`src/rtl/statement_end_scanner_defines.svh`:
```
// Assertion macros shared by the statement end scanner RTL.
`ifndef STATEMENT_END_SCANNER_DEFINES_SVH
`define STATEMENT_END_SCANNER_DEFINES_SVH

// Property that must hold at every clock edge outside reset.
`define SES_ASSERT(lbl, prop, msg) \
  lbl: assert property (@(posedge clk) disable iff (!rst_n) (prop)) else $error(msg);

// Implication checked in the cycle after the trigger.
`define SES_ASSERT_NEXT(lbl, trig, prop, msg) \
  lbl: assert property (@(posedge clk) disable iff (!rst_n) (trig) |=> (prop)) else $error(msg);

`endif

```
`src/rtl/ses_pkg.sv`:
```
// Package with constants, types and helpers of the statement end scanner.
`timescale 1ns / 1ps
package ses_pkg;

  localparam int MAX_LEN   = 512;
  localparam int LEN_LIMIT = ((MAX_LEN - 1) < 499) ? (MAX_LEN - 1) : 499;

  localparam int LEN_W   = 10;
  localparam int DEPTH_W = 11;

  localparam logic [LEN_W-1:0]           LEN_SAT   = '1;
  localparam logic signed [DEPTH_W-1:0]  DEPTH_MAX = {1'b0, {(DEPTH_W-1){1'b1}}};
  localparam logic signed [DEPTH_W-1:0]  DEPTH_MIN = {1'b1, {(DEPTH_W-1){1'b0}}};
  localparam logic [LEN_W:0]             LEN_LIMIT_V = (LEN_W+1)'(LEN_LIMIT);

  // Action codes.
  localparam logic ACT_BEGIN = 1'b0;
  localparam logic ACT_CHAR  = 1'b1;

  // Character codes.
  localparam logic [7:0] CH_NL     = 8'd10;
  localparam logic [7:0] CH_TAB    = 8'd9;
  localparam logic [7:0] CH_SPACE  = 8'd32;
  localparam logic [7:0] CH_DQUOTE = 8'd34;
  localparam logic [7:0] CH_SQUOTE = 8'd39;
  localparam logic [7:0] CH_LPAREN = 8'd40;
  localparam logic [7:0] CH_RPAREN = 8'd41;
  localparam logic [7:0] CH_STAR   = 8'd42;
  localparam logic [7:0] CH_PLUS   = 8'd43;
  localparam logic [7:0] CH_COMMA  = 8'd44;
  localparam logic [7:0] CH_MINUS  = 8'd45;
  localparam logic [7:0] CH_SLASH  = 8'd47;
  localparam logic [7:0] CH_SEMI   = 8'd59;
  localparam logic [7:0] CH_EQUAL  = 8'd61;
  localparam logic [7:0] CH_AMP    = 8'd38;
  localparam logic [7:0] CH_BAR    = 8'd124;
  localparam logic [7:0] CH_LBRACE = 8'd123;
  localparam logic [7:0] CH_RBRACE = 8'd125;

  // One result word.
  typedef struct packed {
    logic       keep_valid;
    logic [7:0] kept_char;
    logic       stmt_end;
    logic       push_back;
    logic       err_left_paren;
    logic       err_too_long;
    logic       err_right_paren;
  } ses_result_t;

  // True when a newline after this last non-blank character continues the statement.
  function automatic logic continues_line(input logic [7:0] c);
    continues_line = (c == CH_NL)    || (c == CH_PLUS)   || (c == CH_MINUS) ||
                     (c == CH_STAR)  || (c == CH_LPAREN) || (c == CH_SLASH) ||
                     (c == CH_COMMA) || (c == CH_AMP)    || (c == CH_BAR)   ||
                     (c == CH_EQUAL);
  endfunction

endpackage

```
`src/rtl/statement_end_scanner.sv`:
```
// Top level of the statement end scanner: scan state, output register and skid stage.
`timescale 1ns / 1ps
`include "statement_end_scanner_defines.svh"
// Usage
// The input channel (in_valid, in_stall, in_action, in_seed_char, in_src_char)
// carries one word per statement event. A word with action "begin" opens a fresh
// statement and seeds the last non-blank character; a word with action "char"
// delivers the next source character. Every accepted input word yields exactly
// one result word on the output channel (out_valid, out_stall and the result
// fields), which says whether the character is kept, whether it ends the
// statement, whether it goes back to the lexer, and the error flags.
// The result of an accepted word is registered: it is shown from the next cycle
// on if the output register is free and the skid register empty, else it waits
// in the skid register. One word is taken per cycle while in_stall is low; the
// scan state (quote mode, depth, last non-blank character, length) is updated
// by one level of compares and small counters at the edge that accepts a word.
// When the receiver stalls, the held result stays on the outputs and one more word
// goes into the skid register; in_stall rises only while the skid register is full.
// Reset (rst_n low at a clock edge) closes any statement, clears quote mode,
// depth and length, sets the last non-blank character to newline and empties
// both the output and the skid register.
module statement_end_scanner
  import ses_pkg::*;
(
  input  logic       clk,
  input  logic       rst_n,
  input  logic       in_valid,
  output logic       in_stall,
  input  logic       in_action,
  input  logic [7:0] in_seed_char,
  input  logic [7:0] in_src_char,
  output logic       out_valid,
  input  logic       out_stall,
  output logic       out_keep_valid,
  output logic [7:0] out_kept_char,
  output logic       out_stmt_end,
  output logic       out_push_back,
  output logic       out_err_left_paren,
  output logic       out_err_too_long,
  output logic       out_err_right_paren
);

  // Scan state.
  logic                      active_r,        active_nxt;
  logic                      in_quote_r,      in_quote_nxt;
  logic [7:0]                quote_mark_r,    quote_mark_nxt;
  logic [7:0]                last_nonblank_r, last_nonblank_nxt;
  logic signed [DEPTH_W-1:0] paren_depth_r,   paren_depth_nxt;
  logic [LEN_W-1:0]          text_length_r,   text_length_nxt;

  // Output register and skid register.
  logic        out_valid_r, out_valid_nxt;
  ses_result_t out_data_r,  out_data_nxt;
  logic        skid_valid_r, skid_valid_nxt;
  ses_result_t skid_data_r,  skid_data_nxt;

  ses_result_t res;
  logic        in_fire;
  logic        out_fire;
  logic        len_hit;
  logic [LEN_W-1:0] len_inc;
  logic signed [DEPTH_W-1:0] depth_dec;

  assign in_stall = skid_valid_r;
  assign in_fire  = in_valid && !in_stall;
  assign out_fire = out_valid_r && !out_stall;

  // Saturating length increment, and the limit check on the grown length.
  assign len_inc   = (text_length_r == LEN_SAT) ? text_length_r : text_length_r + 1'b1;
  assign len_hit   = ({1'b0, text_length_r} + 1'b1) >= LEN_LIMIT_V;
  assign depth_dec = (paren_depth_r == DEPTH_MIN) ? paren_depth_r : paren_depth_r - 1'b1;

  // Result and next scan state for the word at the input.
  always_comb begin
    logic ends;
    res               = '0;
    ends              = 1'b0;
    active_nxt        = active_r;
    in_quote_nxt      = in_quote_r;
    quote_mark_nxt    = quote_mark_r;
    last_nonblank_nxt = last_nonblank_r;
    paren_depth_nxt   = paren_depth_r;
    text_length_nxt   = text_length_r;

    if (in_action == ACT_BEGIN) begin
      // A begin word abandons any open statement and starts a clean one.
      active_nxt        = 1'b1;
      in_quote_nxt      = 1'b0;
      quote_mark_nxt    = '0;
      last_nonblank_nxt = in_seed_char;
      paren_depth_nxt   = '0;
      text_length_nxt   = '0;
    end else if (active_r) begin
      if (in_quote_r) begin
        // Inside quotes everything is text; only the matching mark matters.
        text_length_nxt = len_inc;
        res.keep_valid  = 1'b1;
        if (in_src_char == quote_mark_r) begin
          in_quote_nxt = 1'b0;
        end
      end else if (in_src_char == CH_SEMI) begin
        ends = 1'b1;
      end else if (in_src_char == CH_LBRACE || in_src_char == CH_RBRACE) begin
        ends          = 1'b1;
        res.push_back = 1'b1;
      end else if (in_src_char == CH_NL) begin
        // A newline after an operator, comma, open paren or newline continues the statement.
        if (continues_line(last_nonblank_r)) begin
          text_length_nxt = len_inc;
          res.keep_valid  = 1'b1;
        end else begin
          ends = 1'b1;
        end
      end else if (len_hit) begin
        ends             = 1'b1;
        res.push_back    = 1'b1;
        res.err_too_long = 1'b1;
      end else begin
        text_length_nxt = len_inc;
        res.keep_valid  = 1'b1;
        if (in_src_char != CH_SPACE && in_src_char != CH_TAB) begin
          last_nonblank_nxt = in_src_char;
        end
        if (in_src_char == CH_SQUOTE || in_src_char == CH_DQUOTE) begin
          in_quote_nxt   = 1'b1;
          quote_mark_nxt = in_src_char;
        end else if (in_src_char == CH_LPAREN) begin
          if (paren_depth_r != DEPTH_MAX) begin
            paren_depth_nxt = paren_depth_r + 1'b1;
          end
        end else if (in_src_char == CH_RPAREN) begin
          paren_depth_nxt    = depth_dec;
          res.err_left_paren = depth_dec[DEPTH_W-1];
        end
      end

      if (ends) begin
        res.stmt_end        = 1'b1;
        res.err_right_paren = !paren_depth_r[DEPTH_W-1] && (paren_depth_r != '0);
        active_nxt          = 1'b0;
        in_quote_nxt        = 1'b0;
      end
      if (res.keep_valid) begin
        res.kept_char = in_src_char;
      end
    end
  end

  // Output register and skid register: the output register refills from the
  // skid register first, then from the input.
  always_comb begin
    out_valid_nxt  = out_valid_r;
    out_data_nxt   = out_data_r;
    skid_valid_nxt = skid_valid_r;
    skid_data_nxt  = skid_data_r;
    if (!out_valid_r || out_fire) begin
      if (skid_valid_r) begin
        out_valid_nxt  = 1'b1;
        out_data_nxt   = skid_data_r;
        skid_valid_nxt = in_fire;
        skid_data_nxt  = res;
      end else begin
        out_valid_nxt = in_fire;
        out_data_nxt  = res;
      end
    end else if (in_fire) begin
      skid_valid_nxt = 1'b1;
      skid_data_nxt  = res;
    end
  end

  always_ff @(posedge clk) begin
    if (!rst_n) begin
      active_r        <= 1'b0;
      in_quote_r      <= 1'b0;
      quote_mark_r    <= '0;
      last_nonblank_r <= CH_NL;
      paren_depth_r   <= '0;
      text_length_r   <= '0;
      out_valid_r     <= 1'b0;
      skid_valid_r    <= 1'b0;
    end else begin
      if (in_fire) begin
        active_r        <= active_nxt;
        in_quote_r      <= in_quote_nxt;
        quote_mark_r    <= quote_mark_nxt;
        last_nonblank_r <= last_nonblank_nxt;
        paren_depth_r   <= paren_depth_nxt;
        text_length_r   <= text_length_nxt;
      end
      out_valid_r  <= out_valid_nxt;
      skid_valid_r <= skid_valid_nxt;
    end
  end

  // Result payload carries no reset.
  always_ff @(posedge clk) begin
    out_data_r  <= out_data_nxt;
    skid_data_r <= skid_data_nxt;
  end

  assign out_valid           = out_valid_r;
  assign out_keep_valid      = out_data_r.keep_valid;
  assign out_kept_char       = out_data_r.kept_char;
  assign out_stmt_end        = out_data_r.stmt_end;
  assign out_push_back       = out_data_r.push_back;
  assign out_err_left_paren  = out_data_r.err_left_paren;
  assign out_err_too_long    = out_data_r.err_too_long;
  assign out_err_right_paren = out_data_r.err_right_paren;

  // The skid register only fills behind a held output word.
  `SES_ASSERT(a_skid_behind_out, !skid_valid_r || out_valid_r, "skid word without output word")
  // A word is either kept or ends the statement, never both.
  `SES_ASSERT(a_keep_xor_end, !out_valid_r || !(out_keep_valid && out_stmt_end), "kept and ended")
  // Push back and the length error only come with a statement end.
  `SES_ASSERT(a_push_needs_end, !out_valid_r || !(out_push_back || out_err_too_long) || out_stmt_end,
              "push back without end")
  // Quote mode never survives a statement end.
  `SES_ASSERT_NEXT(a_end_closes, in_fire && res.stmt_end, !active_r && !in_quote_r,
                   "statement still open after end")
  // Quote mode is only ever set inside an open statement.
  `SES_ASSERT(a_quote_in_stmt, !in_quote_r || active_r, "quote mode outside a statement")

endmodule

```
`config.mk`:
```
export PLATFORM = sky130hd
export DESIGN_NAME = statement_end_scanner
export DESIGN_NICKNAME = d
export VERILOG_FILES = /design/src/rtl/ses_pkg.sv /design/src/rtl/statement_end_scanner.sv
export VERILOG_INCLUDE_DIRS = /design/src /design/src/rtl
export SDC_FILE = /design/constraint.sdc
export NUM_CORES = 1
export LEC_CHECK = 0
export BUFFER_PORTS_ARGS = -buffer_cell sky130_fd_sc_hd__clkbuf_2
export CORE_MARGIN = 2
export CORE_UTILIZATION = 54
export CTS_CLUSTER_DIAMETER = 200
export CTS_CLUSTER_SIZE = 10
export DETAILED_ROUTE_END_ITERATION = 8
export GPL_ROUTABILITY_DRIVEN = 0
export HOLD_SLACK_MARGIN = 0.15
export PLACE_DENSITY = 0.75
export SKIP_CTS_REPAIR_TIMING = 1
export SYNTH_ARGS = -nofsm -noshare
export SYNTH_HDL_FRONTEND = slang
export SYNTH_SLANG_ARGS = --single-unit
```
`constraint.sdc`:
```
create_clock -name clk -period 2.4 [get_ports clk]
set_clock_uncertainty 0.15 [all_clocks]
set_input_delay 0.24 -clock clk [delete_from_list [all_inputs] [get_ports clk]]
set_output_delay 0.24 -clock clk [all_outputs]
set_load 0.02 [all_outputs]
```
==> results_dict.tcl <==
set metrics [dict create \
    result_of_the_run "finished, violations left" \
    tightestPinTransition_ns 0.5307 \
    yosys_top_cell_area_share_pct 21.08 \
    timing.setup.tns_ns -0.4081 \
    power_frac_comb_pct 16.9 \
    grt_setup_unrepaired "true" \
    switching_power_mw 0.7685 \
    dpl.cell_count 639 \
    crit_required_ns 2.46 \
    wl_per_cell_um 17.58 \
    clk_root_buffer_cell "clkbuf_8" \
    clock_latency_late_sink_ns 0.35 \
    failed_checks "setup timing" \
    ys_dominant_reg_cell "dfxtp_1" \
    synth.yosys.warnings 0 \
    clock_tree.buffer_depth 2 \
    clock-sinks 69 \
    antenna-diode-count 0 \
    vias 4098 \
    synth_top_cells_by_area "edfxtp_1 21%, dfxtp_1 21%, nand2_1 4.8%, nor2_1 4.8%, and3_1 3.0%" \
    net_count_final 593 \
    instances_no_fill 671 \
    die-area_um2 8090 \
    seq_power_share_pct 49.2 \
    final-max-slew-violation-count 0 \
    grt_antenna_before_repair 0 \
    leakagePower_nw 2.274 \
    remaining_drc_errors 0 \
    grt_pass1_vias 3722 \
    multi_input_area_um2 2391 \
    detailed_place_hpwl_mm 7.837 \
    die_height_um 89.95 \
    port_buffers 36 \
    area.growth.synth_to_final_pct 34.97 \
    storage_element_area_um2 1675 \
    clk_pin_slew_ns 0.09 \
    grt-ovfl-total 0 \
    core-area_um2 7214 \
    seq_area_frac_synth_pct 41.66 \
    first_iter_violations 455 \
    final_layout_size_suffix_gt1_share_pct 34.09 \
    finalSetupViolCount 13 \
    yosysTopAreaCell "edfxtp_1" \
    power.density_nw_per_um2 481.4 \
    setup.worst_path.end_class "register" \
    fillers 526 \
    hold_path_class "input pin to register" \
    drt.antenna.violating_nets 0 \
    aggregate_global_route_resource_usage_pct 26.68 \
    asyncSetResetFlopFracSynth_pct 0 \
    hold_viol 0 \
    cts_tree "built" \
    critPathArrivalTime_ns 2.53 \
    critPathMaxFanout 6 \
    drtPass1Iterations 5 \
    floorplan_die_width_um 89.95 \
    global_route_wire_length_before_repair_mm 17.60 \
    netlist_instances 457 \
    power_mw 2.592 \
    path_class "register to register" \
    synth.avg_cell_area_um2 8.728 \
    setup_slack_ns -0.06903 \
    floorplan.initialDensity_pct 55.29 \
    synth.cell_area_um2 3989 \
    worst_slew_margin_rel_pct 64.43 \
    power.switching_fraction_pct 29.65 \
    cts_max_level 3 \
    period_share_pct 102.9 \
    max_cap_violations 0 \
    synth_enable_flop_cells 28 \
    synth_nets 483 \
    cts_inserted_buffers 9 \
    clockPowerShare_pct 33.9 \
    grt_start_max_net_pins 17 \
    netlist-cell-type-count 66 \
    std_cell_rows 31 \
    ys_ff_latch 69 \
    fin_crit_ns 2.469 \
    final_design_utilization_pct 74.63 \
    routed_via_density 6.107 \
    startpoint_type "register" \
    fmaxAchievable_mhz 405.0 \
    power.ir.vdd_worst_mv 0.3433 \
    cellInternalPower_mw 1.823 \
    ios 37 \
    drt-total-wl_mm 11.80 \
]
cell usage in the layout (no fill, tap or decap), types with 4 or more instances in the layout:
master,count
nor3_1,10
buf_6,6
xnor2_1,6
buf_4,73
o21ai_0,7
a21oi_2,4
xor2_1,6
nand4_1,10
a41o_1,4
nand2_1,48
dlygate4sd3_1,9
nor2b_1,7
edfxtp_1,28
inv_1,17
clkbuf_2,36
clkbuf_8,9
and2_1,5
dfxtp_1,36
a221o_1,6
a31oi_1,10
a21oi_1,15
nor2_1,50
nand3_1,14
o31ai_1,8
a211oi_1,7
and3_1,16
mux2i_1,11
a31o_2,4
synth_stat cells (5+ instances only):
master,count
edfxtp_1,28
o31ai_1,10
buf_2,8
a221o_1,6
dfxtp_1,41
and3_1,19
nand4_1,10
nor2b_1,7
a21oi_1,18
ha_1,5
clkbuf_1,21
nor4_1,5
xor2_1,6
nand3_1,15
mux2_2,5
nand2_1,51
nor3_1,12
nor2_1,51
xnor2_1,6
o21ai_0,11
and2_1,5
a31oi_1,12
a211oi_1,10
mux2i_1,11
inv_1,17
critical path, stage by stage (launching register included):
cell	delay (ns)
dfxtp_4	0.41
ha_4	0.19
and3_4	0.19
nand4_1	0.12
a32oi_2	0.32
a21oi_2	0.11
buf_4	0.16
o21a_1	0.18
a311oi_2	0.30
mux2_4	0.21
routing by layer:
metal	track usage, %	share of wire [%]
met4	9.359	2.1
met2	43.69	48
met5	0	0
met3	5.616	7.9
met1	35.22	42
cell families after synthesis:
kind of cell / after synthesis / synth area share [%]
buf+inv: 47 / 4.674
xor+xnor: 12 / 2.635
simple gates: 197 / 24.78
fa+ha+maj: 5 / 1.568
flops: 69 / 41.66
mux: 16 / 4.172
compound gates: 111 / 20.51
stage by stage:
stage          setup slack (ns)  hold slack [ns]  cell area (um2)
2_1_floorplan           -0.1452           0.2651             4009
3_3_place_gp            -0.2835           0.3114             4788
3_5_place_dp            -0.3910           0.3296             4788
4_1_cts                 -0.4896          0.05527             4962
5_1_grt                 -0.1691           0.1749             5384
6_report               -0.06903           0.1696             5384
power by group through the flow:
stage / clock network (mW) / registers (mW) / logic [mW]
CTS: 0.874 / 1.28 / 0.382
global route: 0.945 / 1.28 / 0.468
finish: 0.879 / 1.28 / 0.437
floorplan: 0 / 1.32 / 0.204
detailed placement: 0 / 1.30 / 0.379
global placement: 0 / 1.30 / 0.370
state kept, by name, summed over array words and instances, names as in the netlist, 8 cells and up:
signal	count
paren_depth_r	11
out_kept_char	8
quote_mark_r	8
last_nonblank_r	8
text_length_r	10
skid_data_r	14
worst paths after layout:
path                         start         endpoint  slack [ns]  cells after the start
setup / recovery  text_length_r[1]    out_push_back       -0.07                      9
hold reg to reg    quote_mark_r[2]  quote_mark_r[2]        0.33                      2
hold / removal      in_src_char[2]  quote_mark_r[2]        0.17                      3
setup reg to reg  text_length_r[1]    out_push_back       -0.07                      9
final cells by class:
type                    instances  share of cell area (%)
multi-input cells             341                   44.41
flip-flops and latches         69                   31.12
clock inverters                 6                  0.8599
well taps                      99                   2.301
repair buffers                129                   17.76
inverters                      17                   1.185
clock buffers                  10                   2.370
Power figures use the tool's default switching activity.
